[src/design/mpas_pkg.sv]
// Shared constants, lookup functions and control structs of the MPEG audio frame scanner.
`timescale 1ns / 1ps
`default_nettype none

package mpas_pkg;

   localparam int COUNT_BITS_DEFAULT = 32;

   localparam logic [7:0]  SYNC_BYTE     = 8'hFF;
   localparam logic [2:0]  SYNC_HIGH     = 3'b111;
   localparam logic [1:0]  LAYER_III     = 2'b01;
   localparam logic [3:0]  IDX_RESERVED  = 4'hF;
   localparam logic [1:0]  FREQ_RESERVED = 2'h3;

   localparam logic [1:0]  VER_MPEG2  = 2'd0;
   localparam logic [1:0]  VER_MPEG1  = 2'd1;
   localparam logic [1:0]  VER_MPEG25 = 2'd2;

   localparam logic [17:0] LEN_FACTOR_V1 = 18'd144000;
   localparam logic [17:0] LEN_FACTOR_V2 = 18'd72000;

   localparam int DIV_STEPS      = 11;
   localparam int DIV_COUNT_BITS = $clog2(DIV_STEPS + 1);

   localparam int          CSR_ADDR_BITS = 3;
   localparam logic        REG_MIN_LEN   = 1'b0;
   localparam logic [10:0] MIN_LEN_RESET = 11'd21;

   typedef struct packed {
      logic step;     // input transaction accepted
      logic div_run;  // advance the length divider one bit
      logic finish;   // close the header and load the result
   } ctrl_cmd_type;

   typedef struct packed {
      logic need_div; // accepted byte completes a header that passed the code checks
      logic div_done; // divider is on its final step
   } ctrl_status_type;

   // Layer III bitrate in kbit/s; MPEG2.5 shares the MPEG2 table.
   function automatic logic [8:0] kbps_lookup(input logic [1:0] ver, input logic [3:0] idx);
      logic [8:0] kbps;
      if (ver == VER_MPEG1) begin
         case (idx)
            4'd1:    kbps = 9'd32;
            4'd2:    kbps = 9'd40;
            4'd3:    kbps = 9'd48;
            4'd4:    kbps = 9'd56;
            4'd5:    kbps = 9'd64;
            4'd6:    kbps = 9'd80;
            4'd7:    kbps = 9'd96;
            4'd8:    kbps = 9'd112;
            4'd9:    kbps = 9'd128;
            4'd10:   kbps = 9'd160;
            4'd11:   kbps = 9'd192;
            4'd12:   kbps = 9'd224;
            4'd13:   kbps = 9'd256;
            4'd14:   kbps = 9'd320;
            default: kbps = 9'd0;
         endcase
      end else begin
         case (idx)
            4'd1:    kbps = 9'd8;
            4'd2:    kbps = 9'd16;
            4'd3:    kbps = 9'd24;
            4'd4:    kbps = 9'd32;
            4'd5:    kbps = 9'd40;
            4'd6:    kbps = 9'd48;
            4'd7:    kbps = 9'd56;
            4'd8:    kbps = 9'd64;
            4'd9:    kbps = 9'd80;
            4'd10:   kbps = 9'd96;
            4'd11:   kbps = 9'd112;
            4'd12:   kbps = 9'd128;
            4'd13:   kbps = 9'd144;
            4'd14:   kbps = 9'd160;
            default: kbps = 9'd0;
         endcase
      end
      return kbps;
   endfunction

   function automatic logic [15:0] hz_lookup(input logic [1:0] ver, input logic [1:0] fcode);
      logic [15:0] hz;
      case ({ver, fcode})
         {VER_MPEG2, 2'd0}:  hz = 16'd22050;
         {VER_MPEG2, 2'd1}:  hz = 16'd24000;
         {VER_MPEG2, 2'd2}:  hz = 16'd16000;
         {VER_MPEG1, 2'd0}:  hz = 16'd44100;
         {VER_MPEG1, 2'd1}:  hz = 16'd48000;
         {VER_MPEG1, 2'd2}:  hz = 16'd32000;
         {VER_MPEG25, 2'd0}: hz = 16'd11025;
         {VER_MPEG25, 2'd1}: hz = 16'd12000;
         {VER_MPEG25, 2'd2}: hz = 16'd8000;
         default:            hz = 16'd0;
      endcase
      return hz;
   endfunction

endpackage

`default_nettype wire

[src/design/mpas_csr.sv]
// Configuration register file: minimum accepted frame length.
`timescale 1ns / 1ps
`default_nettype none

module mpas_csr (
   input  wire logic                               clock,
   input  wire logic                               reset,
   input  wire logic                               csr_psel,
   input  wire logic                               csr_penable,
   input  wire logic                               csr_pwrite,
   input  wire logic [mpas_pkg::CSR_ADDR_BITS-1:0] csr_paddr,
   input  wire logic [31:0]                        csr_pwdata,
   output logic      [31:0]                        csr_prdata,
   output logic                                    csr_pready,
   output logic      [10:0]                        min_len_limit
);

   logic [10:0] min_len_ff;
   logic        sel_min;

   assign sel_min    = (csr_paddr[mpas_pkg::CSR_ADDR_BITS-1] == mpas_pkg::REG_MIN_LEN);
   assign csr_pready = 1'b1;
   assign csr_prdata = sel_min ? 32'(min_len_ff) : 32'd0;
   assign min_len_limit = min_len_ff;

   always_ff @(posedge clock) begin
      if (reset) begin
         min_len_ff <= mpas_pkg::MIN_LEN_RESET;
      end else if (csr_psel && csr_penable && csr_pwrite && csr_pready && sel_min) begin
         min_len_ff <= csr_pwdata[10:0];
      end
   end

endmodule

`default_nettype wire

[src/design/mpas_ctrl.sv]
// Controller: sequences byte steps, the length divider and the result register valid.
`timescale 1ns / 1ps
`default_nettype none

module mpas_ctrl (
   input  wire logic                      clock,
   input  wire logic                      reset,
   input  wire logic                      req_tvalid,
   output logic                           req_tready,
   output logic                           rsp_tvalid,
   input  wire logic                      rsp_tready,
   output mpas_pkg::ctrl_cmd_type         cmd,
   input  wire mpas_pkg::ctrl_status_type status
);

   typedef enum logic [2:0] {
      ST_IDLE = 3'b001,
      ST_DIV  = 3'b010,
      ST_FIN  = 3'b100
   } state_type;

   state_type state_ff, state_in;
   logic      rsp_valid_ff, rsp_valid_in;
   logic      accept;
   logic      load;

   assign req_tready = (state_ff == ST_IDLE) && (!rsp_valid_ff || rsp_tready);
   assign accept     = req_tvalid && req_tready;
   assign rsp_tvalid = rsp_valid_ff;

   always_comb begin
      state_in    = state_ff;
      cmd.step    = 1'b0;
      cmd.div_run = 1'b0;
      cmd.finish  = 1'b0;
      case (state_ff)
         ST_IDLE: begin
            cmd.step = accept;
            if (accept && status.need_div) begin
               state_in = ST_DIV;
            end
         end
         ST_DIV: begin
            cmd.div_run = 1'b1;
            if (status.div_done) begin
               state_in = ST_FIN;
            end
         end
         ST_FIN: begin
            cmd.finish = 1'b1;
            state_in   = ST_IDLE;
         end
         default: begin
            state_in = ST_IDLE;
         end
      endcase
   end

   assign load = (cmd.step && !status.need_div) || cmd.finish;

   always_comb begin
      rsp_valid_in = rsp_valid_ff;
      if (rsp_valid_ff && rsp_tready) begin
         rsp_valid_in = 1'b0;
      end
      if (load) begin
         rsp_valid_in = 1'b1;
      end
   end

   always_ff @(posedge clock) begin
      if (reset) begin
         state_ff     <= ST_IDLE;
         rsp_valid_ff <= 1'b0;
      end else begin
         state_ff     <= state_in;
         rsp_valid_ff <= rsp_valid_in;
      end
   end

endmodule

`default_nettype wire

[src/design/mpas_datapath.sv]
// Datapath: scan state, header decode, length divider, counters and the result register.
`timescale 1ns / 1ps
`default_nettype none

module mpas_datapath #(
   parameter int COUNT_BITS = mpas_pkg::COUNT_BITS_DEFAULT
) (
   input  wire logic                      clock,
   input  wire logic                      reset,
   input  wire mpas_pkg::ctrl_cmd_type    cmd,
   output mpas_pkg::ctrl_status_type      status,
   input  wire logic [7:0]                req_tdata,
   input  wire logic                      req_tlast,
   input  wire logic [10:0]               min_len_limit,
   output logic      [111:0]              rsp_tdata,
   output logic                           rsp_tuser,
   output logic                           rsp_tlast
);

   typedef enum logic [2:0] {
      PH_HUNT = 3'b001,
      PH_HEAD = 3'b010,
      PH_SKIP = 3'b100
   } phase_type;

   // scan state
   phase_type              phase_ff, phase_in;
   logic [23:0]            shift_ff, shift_in;
   logic [1:0]             cnt_ff, cnt_in;
   logic [10:0]            skip_ff, skip_in;
   logic                   pending_ff, pending_in;
   logic [COUNT_BITS-1:0]  frames_ff, frames_in;
   logic [COUNT_BITS-1:0]  bad_ff, bad_in;
   logic                   last_ff;

   // divider
   logic [16:0]                         rem_ff;
   logic [10:0]                         quo_ff;
   logic [mpas_pkg::DIV_COUNT_BITS-1:0] steps_ff;

   // result register
   logic        o_found_ff, o_found_in;
   logic [1:0]  o_ver_ff, o_ver_in;
   logic [3:0]  o_idx_ff, o_idx_in;
   logic [8:0]  o_kbps_ff, o_kbps_in;
   logic [15:0] o_hz_ff, o_hz_in;
   logic [10:0] o_len_ff, o_len_in;
   logic        o_pad_ff, o_pad_in;
   logic [1:0]  o_mode_ff, o_mode_in;
   logic [31:0] o_frames_ff;
   logic [31:0] o_bad_ff;
   logic        o_done_ff, o_done_in;

   // decode of the header being completed by the incoming byte
   logic [23:0] shift_n;
   logic [1:0]  ver_n;
   logic [3:0]  idx_n;
   logic        pre_ok_n;
   logic        head_last;
   logic [17:0] factor_n;
   logic [26:0] product_n;

   // decode of the held header
   logic [1:0]  ver_h;
   logic [3:0]  idx_h;
   logic [8:0]  kbps_h;
   logic [15:0] hz_h;
   logic        pad_h;
   logic [1:0]  mode_h;

   logic [16:0] trial;
   logic        fits;
   logic [11:0] len;
   logic        last_c;
   logic        commit;

   assign shift_n  = {shift_ff[15:0], req_tdata};
   assign ver_n    = shift_n[20] ? {1'b0, shift_n[19]} : mpas_pkg::VER_MPEG25;
   assign idx_n    = shift_n[15:12];
   assign pre_ok_n = (shift_n[23:21] == mpas_pkg::SYNC_HIGH)
                     && (shift_n[18:17] == mpas_pkg::LAYER_III)
                     && (idx_n != mpas_pkg::IDX_RESERVED)
                     && (shift_n[11:10] != mpas_pkg::FREQ_RESERVED);
   assign head_last = (phase_ff == PH_HEAD) && (cnt_ff == 2'd2);
   assign factor_n  = (ver_n == mpas_pkg::VER_MPEG1) ? mpas_pkg::LEN_FACTOR_V1
                                                    : mpas_pkg::LEN_FACTOR_V2;
   assign product_n = factor_n * mpas_pkg::kbps_lookup(ver_n, idx_n);

   assign status.need_div = head_last && pre_ok_n;
   assign status.div_done = (steps_ff == mpas_pkg::DIV_COUNT_BITS'(1));

   assign ver_h  = shift_ff[20] ? {1'b0, shift_ff[19]} : mpas_pkg::VER_MPEG25;
   assign idx_h  = shift_ff[15:12];
   assign kbps_h = mpas_pkg::kbps_lookup(ver_h, idx_h);
   assign hz_h   = mpas_pkg::hz_lookup(ver_h, shift_ff[11:10]);
   assign pad_h  = shift_ff[9];
   assign mode_h = shift_ff[7:6];

   // restoring division, one quotient bit per cycle; remainder stays below the divisor
   assign trial = {rem_ff[15:0], quo_ff[10]};
   assign fits  = (trial >= {1'b0, hz_h});
   assign len   = 12'(quo_ff) + 12'(pad_h);

   always_ff @(posedge clock) begin
      if (reset) begin
         steps_ff <= '0;
      end else if (cmd.step && status.need_div) begin
         steps_ff <= mpas_pkg::DIV_COUNT_BITS'(mpas_pkg::DIV_STEPS);
      end else if (cmd.div_run) begin
         steps_ff <= steps_ff - mpas_pkg::DIV_COUNT_BITS'(1);
      end
   end

   always_ff @(posedge clock) begin
      if (cmd.step && status.need_div) begin
         rem_ff <= 17'(product_n[26:11]);
         quo_ff <= product_n[10:0];
      end else if (cmd.div_run) begin
         rem_ff <= fits ? (trial - {1'b0, hz_h}) : trial;
         quo_ff <= {quo_ff[9:0], fits};
      end
   end

   always_comb begin
      phase_in   = phase_ff;
      shift_in   = shift_ff;
      cnt_in     = cnt_ff;
      skip_in    = skip_ff;
      pending_in = pending_ff;
      frames_in  = frames_ff;
      bad_in     = bad_ff;
      o_found_in = 1'b0;
      o_ver_in   = '0;
      o_idx_in   = '0;
      o_kbps_in  = '0;
      o_hz_in    = '0;
      o_len_in   = '0;
      o_pad_in   = 1'b0;
      o_mode_in  = '0;
      o_done_in  = 1'b0;

      if (cmd.finish) begin
         last_c = last_ff;
         if ((len != 12'd0) && (len >= 12'(min_len_limit))) begin
            frames_in = (&frames_ff) ? frames_ff : frames_ff + COUNT_BITS'(1);
            if (pending_ff) begin
               bad_in = (&bad_ff) ? bad_ff : bad_ff + COUNT_BITS'(1);
            end
            pending_in = 1'b0;
            o_found_in = 1'b1;
            o_ver_in   = ver_h;
            o_idx_in   = idx_h;
            o_kbps_in  = kbps_h;
            o_hz_in    = hz_h;
            o_len_in   = len[10:0];
            o_pad_in   = pad_h;
            o_mode_in  = mode_h;
            skip_in    = (len > 12'd4) ? 11'(len - 12'd4) : 11'd0;
            phase_in   = (skip_in != 11'd0) ? PH_SKIP : PH_HUNT;
         end else begin
            pending_in = 1'b1;
            phase_in   = PH_HUNT;
         end
      end else begin
         last_c = req_tlast;
         case (phase_ff)
            PH_HEAD: begin
               shift_in = shift_n;
               if (cnt_ff == 2'd2) begin
                  // a header that passes the code checks goes to the divider instead
                  cnt_in     = 2'd0;
                  pending_in = 1'b1;
                  phase_in   = PH_HUNT;
               end else begin
                  cnt_in = cnt_ff + 2'd1;
               end
            end
            PH_SKIP: begin
               if (skip_ff != 11'd0) begin
                  skip_in = skip_ff - 11'd1;
               end
               if (skip_in == 11'd0) begin
                  phase_in = PH_HUNT;
               end
            end
            default: begin
               if (req_tdata == mpas_pkg::SYNC_BYTE) begin
                  phase_in = PH_HEAD;
                  shift_in = '0;
                  cnt_in   = 2'd0;
               end else begin
                  phase_in   = PH_HUNT;
                  pending_in = 1'b1;
               end
            end
         endcase
      end

      // end of stream: close an open header as bad and return to hunting
      if (last_c) begin
         if (phase_in == PH_HEAD) begin
            pending_in = 1'b1;
         end
         if (pending_in) begin
            bad_in = (&bad_in) ? bad_in : bad_in + COUNT_BITS'(1);
         end
         phase_in   = PH_HUNT;
         shift_in   = '0;
         cnt_in     = 2'd0;
         skip_in    = 11'd0;
         pending_in = 1'b0;
         o_done_in  = 1'b1;
      end
   end

   assign commit = cmd.finish || (cmd.step && !status.need_div);

   always_ff @(posedge clock) begin
      if (reset) begin
         phase_ff   <= PH_HUNT;
         shift_ff   <= '0;
         cnt_ff     <= 2'd0;
         skip_ff    <= 11'd0;
         pending_ff <= 1'b0;
         frames_ff  <= '0;
         bad_ff     <= '0;
         last_ff    <= 1'b0;
      end else if (commit) begin
         phase_ff   <= phase_in;
         shift_ff   <= shift_in;
         cnt_ff     <= cnt_in;
         skip_ff    <= skip_in;
         pending_ff <= pending_in;
         frames_ff  <= frames_in;
         bad_ff     <= bad_in;
      end else if (cmd.step) begin
         // hold the completed header and the end flag while the length is divided
         shift_ff <= shift_n;
         cnt_ff   <= 2'd0;
         last_ff  <= req_tlast;
      end
   end

   always_ff @(posedge clock) begin
      if (commit) begin
         o_found_ff  <= o_found_in;
         o_ver_ff    <= o_ver_in;
         o_idx_ff    <= o_idx_in;
         o_kbps_ff   <= o_kbps_in;
         o_hz_ff     <= o_hz_in;
         o_len_ff    <= o_len_in;
         o_pad_ff    <= o_pad_in;
         o_mode_ff   <= o_mode_in;
         o_frames_ff <= 32'(frames_in);
         o_bad_ff    <= 32'(bad_in);
         o_done_ff   <= o_done_in;
      end
   end

   assign rsp_tdata = {3'd0, o_bad_ff, o_frames_ff, o_mode_ff, o_pad_ff, o_len_ff,
                       o_hz_ff, o_kbps_ff, o_idx_ff, o_ver_ff};
   assign rsp_tuser = o_found_ff;
   assign rsp_tlast = o_done_ff;

endmodule

`default_nettype wire

[src/design/mpeg_audio_frame_scanner.sv]
// Top level of the MPEG audio layer III frame scanner.
`timescale 1ns / 1ps
`default_nettype none

// Scans an MPEG audio byte stream, one byte per req transaction, and returns one rsp
// transaction per byte. It hunts for a 0xFF byte, gathers the next three bytes as a
// layer III header, checks sync and reserved codes, decodes version, bitrate and sample
// rate, and computes the frame length; an accepted header (length nonzero and at least
// the minimum length register, register 0 at byte address 0) is reported with
// header_found in tuser and its body is skipped. Counters of accepted frames and
// resynchronizations saturate.
// Throughput is one byte per cycle, except a byte that completes a header passing the
// code checks: it holds off the next byte while the length divider works (a multiply
// into the divider, 11 restoring steps at one quotient bit per cycle, then the header
// is closed). A byte is taken only while the result register is empty or being read in
// the same cycle, so a stalled result side holds off the input.
// No clearing pass after reset.

module mpeg_audio_frame_scanner #(
   parameter int COUNT_BITS = mpas_pkg::COUNT_BITS_DEFAULT
) (
   input  wire logic                               clock,
   input  wire logic                               reset,
   input  wire logic                               req_tvalid,
   output logic                                    req_tready,
   input  wire logic [7:0]                         req_tdata,  // [7:0] data_byte
   input  wire logic                               req_tlast,  // last_byte
   output logic                                    rsp_tvalid,
   input  wire logic                               rsp_tready,
   // [1:0] mpeg_version, [5:2] bitrate_index, [14:6] bitrate_kbps, [30:15] sample_rate_hz,
   // [41:31] frame_bytes, [42] padding_bit, [44:43] channel_mode, [76:45] frame_total,
   // [108:77] bad_frame_total, [111:109] zero
   output logic      [111:0]                       rsp_tdata,
   output logic                                    rsp_tuser,  // header_found
   output logic                                    rsp_tlast,  // stream_done
   input  wire logic                               csr_psel,
   input  wire logic                               csr_penable,
   input  wire logic                               csr_pwrite,
   input  wire logic [mpas_pkg::CSR_ADDR_BITS-1:0] csr_paddr,
   input  wire logic [31:0]                        csr_pwdata,
   output logic      [31:0]                        csr_prdata,
   output logic                                    csr_pready
);

   mpas_pkg::ctrl_cmd_type    cmd;
   mpas_pkg::ctrl_status_type status;
   logic [10:0]               min_len_limit;

   mpas_csr u_csr (
      .clock         (clock),
      .reset         (reset),
      .csr_psel      (csr_psel),
      .csr_penable   (csr_penable),
      .csr_pwrite    (csr_pwrite),
      .csr_paddr     (csr_paddr),
      .csr_pwdata    (csr_pwdata),
      .csr_prdata    (csr_prdata),
      .csr_pready    (csr_pready),
      .min_len_limit (min_len_limit)
   );

   mpas_ctrl u_ctrl (
      .clock      (clock),
      .reset      (reset),
      .req_tvalid (req_tvalid),
      .req_tready (req_tready),
      .rsp_tvalid (rsp_tvalid),
      .rsp_tready (rsp_tready),
      .cmd        (cmd),
      .status     (status)
   );

   mpas_datapath #(
      .COUNT_BITS (COUNT_BITS)
   ) u_datapath (
      .clock         (clock),
      .reset         (reset),
      .cmd           (cmd),
      .status        (status),
      .req_tdata     (req_tdata),
      .req_tlast     (req_tlast),
      .min_len_limit (min_len_limit),
      .rsp_tdata     (rsp_tdata),
      .rsp_tuser     (rsp_tuser),
      .rsp_tlast     (rsp_tlast)
   );

endmodule

`default_nettype wire

[config.mk]
export PLATFORM = sky130hd
export DESIGN_NAME = mpeg_audio_frame_scanner
export DESIGN_NICKNAME = d
export VERILOG_FILES = /design/src/design/mpas_pkg.sv /design/src/design/mpas_csr.sv /design/src/design/mpas_ctrl.sv /design/src/design/mpas_datapath.sv /design/src/design/mpeg_audio_frame_scanner.sv
export SDC_FILE = /design/constraint.sdc
export NUM_CORES = 1
export LEC_CHECK = 0
export BUFFER_PORTS_ARGS = -buffer_cell sky130_fd_sc_hd__buf_2
export CAP_MARGIN = 25
export CELL_PAD_IN_SITES_DETAIL_PLACEMENT = 0
export CELL_PAD_IN_SITES_GLOBAL_PLACEMENT = 1
export CORE_MARGIN = 1
export CORE_UTILIZATION = 47
export CTS_BUF_LIST = sky130_fd_sc_hd__clkbuf_8
export DETAILED_ROUTE_END_ITERATION = 10
export GPL_TIMING_DRIVEN = 0
export PLACE_DENSITY = 0.83
export SLEW_MARGIN = 25
export SYNTH_ARGS = -nofsm -noshare
export SYNTH_HDL_FRONTEND = slang
export SYNTH_SLANG_ARGS = --single-unit
[constraint.sdc]
create_clock -name clock -period 5.79 [get_ports clock]
set_input_delay 0.2895 -clock clock [delete_from_list [all_inputs] [get_ports clock]]
set_output_delay 0.2895 -clock clock [all_outputs]
set_load 0.02 [all_outputs]
# Word level (Yosys, flattened, before mapping)
# Memory sizes are Yosys's and may differ from the RTL's. A register that Yosys moved wholly into a read port is not among the register bits.
# Cells that the tools add are included.
# op_classes
magnitude_cmp,3
mul,1
addsub,9
eq_ne,21
reduce_logical,36
n_mux,79
bitwise,2
# op_table
cell,n
two-way mux 32 bit,10
two-way mux 11 bit,11
two-way mux 21 bit,5
adder 32 x 1 -> 32 bit (second input constant),3
AND reduction 32 bit,3
two-way mux 16 bit,3
case mux 21 bit (2 select lines),1
two-way mux 4 bit,10
multiplier 18 x 9 -> 27 bit,1
two-way mux 3 bit,8
nonzero test 11 bit,2
two-way mux 18 bit,1
two-way mux 2 bit,9
two-way mux 9 bit,2
>= comparator 17 x 16 -> 1 bit,1
subtractor 16 bit,1
logical AND 1 bit,15
two-way mux 1 bit,15
adder 11 x 1 -> 12 bit,1
>= comparator 12 x 11 -> 1 bit,1
> comparator 12 x 3 -> 1 bit (second input constant),1
case mux 3 bit (2 select lines),2
nonzero test 12 bit,1
zero test 11 bit,1
other kinds (27),43
# totals
wordCells,182
romBits,592
ff_bits,260
out_inout_bits,149
mem_count,5
# mem_list
name,words,word_bits,read_ports,rd_ports_with_merged_regs,write_ports,line_no,rtl
(no name shown),16,15,1,0,0,mpas_pkg.sv:85,"case ({ver, fcode})"
(no name shown),16,6,1,1,0,mpas_pkg.sv:44,case (idx)
(no name shown),16,6,1,1,0,mpas_pkg.sv:44,
(no name shown),16,5,1,1,0,mpas_pkg.sv:62,case (idx)
(no name shown),16,5,1,1,0,mpas_pkg.sv:62,

# Longest topological paths before layout
# depth
word_depth,13
depth_mapped,26

# Modules after synthesis
# From an unflattened synthesis, not the netlist that was laid out.
# hier_totals
cells_unflattened,1814
area_unflattened_um2,16612.2
# by_module_without_submodules
mod,instances,area_each_um2,cells_each,seq_area_each_um2
mpas_datapath,1,15675.0,1708,6476.2
mpas_csr,1,742.0,84,220.2
mpas_ctrl,1,195.2,22,80.1

# Worst setup path after synthesis
# No wires, ideal clock.
# synth_timing
kind,register -> register
startpoint,reg u_ctrl.rsp_valid_ff (netlist: u_ctrl.rsp_tvalid)
endpoint,reg u_datapath.phase_ff[0]
arrival_time_ns,5.799
n_path_buf,2
required_ns,5.660
setup_time_ns,0.130
stages_incl_launch_ff,11
synth_period_minus_slack_ns,5.930
slack_ns,-0.140
cell_sequence,dfxtp_1 > nor2b_1 > nor4b_1 > and2_1 > a21oi_1 > inv_1 > clkbuf_1 > buf_1 > o211ai_1 > o21ai_0 > nand2_1
# synth_via
elab_chain_len,7
# synth_lines
item,line_no,rtl
from (decl),mpas_ctrl.sv:23,"logic rsp_valid_ff, rsp_valid_in;"
from (signal assigned),mpas_ctrl.sv:77,rsp_valid_ff <= rsp_valid_in;
zero test 1 bit,mpas_ctrl.sv:27,assign req_tready = (state_ff == ST_IDLE) && (!rsp_valid_ff || rsp_tready);
logical OR 1 bit,mpas_ctrl.sv:27,
logical AND 1 bit,mpas_ctrl.sv:27,
named net req_tready,mpeg_audio_frame_scanner.sv:25,"output logic req_tready,"
logical AND 1 bit,mpas_ctrl.sv:28,assign accept = req_tvalid && req_tready;
two-way mux 1 bit,mpas_ctrl.sv:36,case (state_ff)
logical AND 1 bit,n/a,
logical OR 1 bit,n/a,
named net u_ctrl.load,mpas_ctrl.sv:25,logic load;
to (signal assigned),mpas_datapath.sv:229,phase_ff <= phase_in;
to (decl),mpas_datapath.sv:27,"phase_type phase_ff, phase_in;"
# The timed path passes the listed nets, and every way through them passes these cells.
# A chain may end at the register's enable or synchronous reset.

# Worst setup path after layout
# layout_timing
startpoint,reg u_datapath.shift_ff[9]
endpoint,reg u_datapath.bad_ff[14]
# layout_via
elab_chain_len,12
# layout_lines
item,line_no,rtl
from (decl),mpas_datapath.sv:28,"logic [23:0] shift_ff, shift_in;"
from (signal assigned),mpas_datapath.sv:230,shift_ff <= shift_in;
from (signal assigned),mpas_datapath.sv:238,shift_ff <= shift_n;
adder 11 x 1 -> 12 bit (*),mpas_datapath.sv:102,assign len = 12'(quo_ff) + 12'(pad_h);
named net u_datapath.len[5],mpas_datapath.sv:73,logic [11:0] len;
"parallel branches: the longest is 10 deep, another holds adder 32 x 1 -> 32 bit",n/a,
two-way mux 32 bit (*),mpas_datapath.sv:200,if (last_c) begin
to (signal assigned),mpas_datapath.sv:235,bad_ff <= bad_in;
to (decl),mpas_datapath.sv:33,"logic [COUNT_BITS-1:0] bad_ff, bad_in;"
# Mark *: on every way through the listed nets, which the timed path passes. The select of a mux whose other input is x is not followed.

==> results.toml <==
[sta]
fin_hold_ws_ns = 0.0973
post-route-min-period_ns = 5.65
worst_slew_pin_slew_ns = 0.912
min_period_over_period_pct = 97.7
finalHoldViolations = 0
fin_skew_ns = 0.0212
rsz0062_at_grt = "true"
setup_viol = 0
fmax_mhz = 177
drv_slew = 0
slew_headroom_pct = 39.2

[route]
ant_nets = 0
routedWlPerCell_um = 18.8
vias = 14819
vias_per_cell = 5.62
drt_first_pass_iters = 5
dr.first_iter.drc_count = 1189
drc = 0
routed_wirelength_um = 49500

[final_layout]
antenna_cells = 0
design_area_um2 = 20100
nNetsFinal = 2299
final_cell_count_no_fill = 2638
drive_gt1_share_pct = 17.5
area_delta_synth_final_pct = 18.3
final_util_pct = 56.4

[place]
dp_cells = 2511
globalplace.congestion = 0.946
dp_hpwl_um = 36500
port-buffer-count = 146
place_area_um2 = 18400

[setup_path]
required_ns = 6.27
critPathKind = "flop to flop"
r2r_slack_ns = 0.14
cp-start-kind = "flop"
r2r-end = "u_datapath.bad_ff[14]$_SDFFE_PP0N_"
crit_path_max_fanout = 10
worstSetupEndpointType = "flop"
critPathArrivalTime_ns = 6.14
reg2regPathDepth = 25
reg2reg_from = "u_datapath.shift_ff[9]$_SDFFE_PP0P_"

[yosys]
ys_warn_count = 0
ys.flop_type = "dfxtp_1"
synth_enable_flop_cells = 133
synth.avg_cell_area_um2 = 9.09
synth-seq-cells = 272
yosysSeqAreaShare_pct = 39.9
synth_area_um2 = 17000
syn-instance-count = 1868
async_flop_share_pct = 0
ys_types = 103

[floorplan]
die_w_um = 192
core_area_um2 = 35600
die_h_um = 192
row_count = 69
start_util_pct = 47.7
pin_count = 200
die_area_um2 = 36900

[global_route]
track_usage_pct = 26.5
grt_overflow = 0
antenna_found_initial = 0
grt_pass1_wl_um = 75800
grt_pass1_vias = 14113
grt_max_degree = 69

[clock_tree]
cts_root_buffer = "clkbuf_8"
cts-htree-levels = 2
cts.sinks = 272
clk_pin_slew_worst_paths_ns = 0.06
cts_buffer_depth = 3
clk_latency_ns = 0.61
cts_buffers = 49
cts_tree = "built"

[min_path]
min_to = "u_ctrl.rsp_tvalid$_SDFFE_PP0P_"
worstHoldPathCells = 3
worstHoldStart = "rsp_tready"
hp-class = "input pin to flop"

[run]
drv_cap = 0

[outcome]
status = "finished, final reports clean"

[power_and_ir_drop]
power_leakage_uw = 0.00820
power_uw = 4330
irDropWorstVdd_mv = 0.156
powerDensity_nw_per_um2 = 216
==> final cells by class <==
type                            instances  area (um2)
Fill cell                            3272       15500
Multi-Input combinational cell       1397        9550
Sequential cell                       272        6780
Timing Repair Buffer                  183        1070
Clock buffer                           59         812
Buffer                                117         646
Tap cell                              461         577
Inverter                              116         438
Clock inverter                         33         208
==> flip-flops by register name, summed over array words and instances, names as in the netlist, 3 cells and up, named ones only <==
register                count
u_datapath.bad_ff          32
u_datapath.frames_ff       32
u_datapath.o_bad_ff        32
u_datapath.o_frames_ff     32
u_datapath.rem_ff          16
u_datapath.shift_ff        16
u_datapath.o_hz_ff         14
u_csr.min_len_limit        11
u_datapath.o_len_ff        11
u_datapath.quo_ff          11
u_datapath.skip_ff         11
u_datapath.o_kbps_ff        6
u_datapath.o_idx_ff         4
u_datapath.steps_ff         4
u_ctrl.state_ff             3
u_datapath.phase_ff         3
==> metal layers <==
layer | global-route usage, % | vias to the layer above | part of all wire (%)
met2 | 41.0 | 557 | 45
met1 | 36.5 | 7043 | 46
li1 | - | 7119 | -
met3 | 4.79 | 100 | 7.0
met4 | 10.3 | 0 | 2.9
met5 | 0 | - | 0
==> cell families after synthesis <==
| logic type | count (synthesis) | share of synthesized area, % |
|---|---|---|
| mux | 19 | 1.17 |
| flops | 272 | 39.9 |
| simple gates | 753 | 22.7 |
| xor+xnor | 128 | 6.74 |
| other cells | 2 | 0.0442 |
| fa+ha+maj | 112 | 9.14 |
| buf+inv | 234 | 6.23 |
| compound gates | 348 | 14.1 |
==> worst max-delay path: stages, from the launching register on <==
cell and delay [ns]:
dfxtp_2 0.44, ha_1 0.22, and4_1 0.25, nand2_2 0.11, xor2_4 0.21, inv_1 0.10, ha_1 0.33, a21oi_4 0.20
nor3_1 0.07, o21ba_2 0.23, o41ai_4 0.44, a21bo_4 0.24, buf_8 0.18, nor2_4 0.08, clkbuf_8 0.22, mux2i_2 0.17
inv_1 0.11, ha_4 0.17, inv_1 0.11, a221oi_4 0.27, and3_1 0.25, buf_8 0.19, nand2_2 0.13, a211o_1 0.30
a21oi_1 0.16, mux2_2 0.35
==> cells in the mapped netlist (55+ instances only) <==
cell | count | area [um2]
nand2_1 | 173 | 649
ha_1 | 92 | 1150
clkbuf_1 | 59 | 221
o21ai_0 | 55 | 275
dfxtp_1 | 139 | 2780
edfxtp_1 | 133 | 3990
a21oi_1 | 120 | 601
and2_1 | 70 | 438
inv_1 | 115 | 432
nor3_1 | 57 | 285
nor2_1 | 173 | 649
xnor2_1 | 86 | 753
nand3_1 | 84 | 420
==> cells in the final DEF (no fill, tap or decap), types with 14 or more instances in the layout <==
cell type and count:
dlygate4sd3_1 15, nand3_1 83, dfxtp_1 138, ha_1 90, a21oi_1 117, fa_1 20, buf_4 54, xor2_1 38
clkbuf_1 55, a211oi_1 14, nand4_1 30, o21ai_0 55, nor3_1 53, edfxtp_1 133, nand2_1 169, or3_1 17
and3_1 32, buf_2 157, nor2_1 171, inv_1 128, conb_1 37, clkbuf_8 60, xnor2_1 79, a22oi_1 17
and2_1 70, nor2b_1 22
==> how the worst max path moves through the flow <==
stage	from	to	slack, ns	depth (start not counted)
after global routing	u_datapath.quo_ff[0]$_SDFFCE_PP0P_	u_datapath.bad_ff[14]$_SDFFE_PP0N_	-0.16	25
final	u_datapath.shift_ff[9]$_SDFFE_PP0P_	u_datapath.bad_ff[14]$_SDFFE_PP0N_	0.14	25
after global placement	u_datapath.phase_ff[0]$_SDFFE_PP1N_	u_datapath.o_idx_ff[3]$_SDFFCE_PN0N_	-2.12	7
after detailed placement	u_datapath.quo_ff[0]$_SDFFCE_PP0P_	u_datapath.o_bad_ff[11]$_DFFE_PN_	-1.33	26
after CTS	u_datapath.quo_ff[0]$_SDFFCE_PP0P_	u_datapath.bad_ff[14]$_SDFFE_PP0N_	0.01	25
after floorplan	u_ctrl.rsp_tvalid$_SDFFE_PP0P_	u_datapath.phase_ff[0]$_SDFFE_PP1N_	0.06	10
==> where the power goes <==
group          switching [uW]  leakage [uW]  internal, uW  total, uW
Combinational             255       0.00521           117        373
Sequential               18.1       0.00242          2060       2080
Clock                     856      0.000570          1020       1880
==> repair_timing <==
item | in CTS | in global routing
endpoints found under the setup margin | 64 | 67
hold endpoints to repair | 15 | 0
pin swaps | 3 | 9
resized for setup | 27 | 34
setup buffers | 2 | 19
hold buffers | 15 | 0
==> through the flow <==
step / TNS (ns) / worst slack, ns
floorplan: 0 / 0.0624
global placement: -289.56 / -2.12
detailed placement: -54.62 / -1.33
CTS: 0 / 0.0143
global route: -0.360 / -0.165
finish: 0 / 0.136
Note: power is estimated with default switching activity, not from simulation.
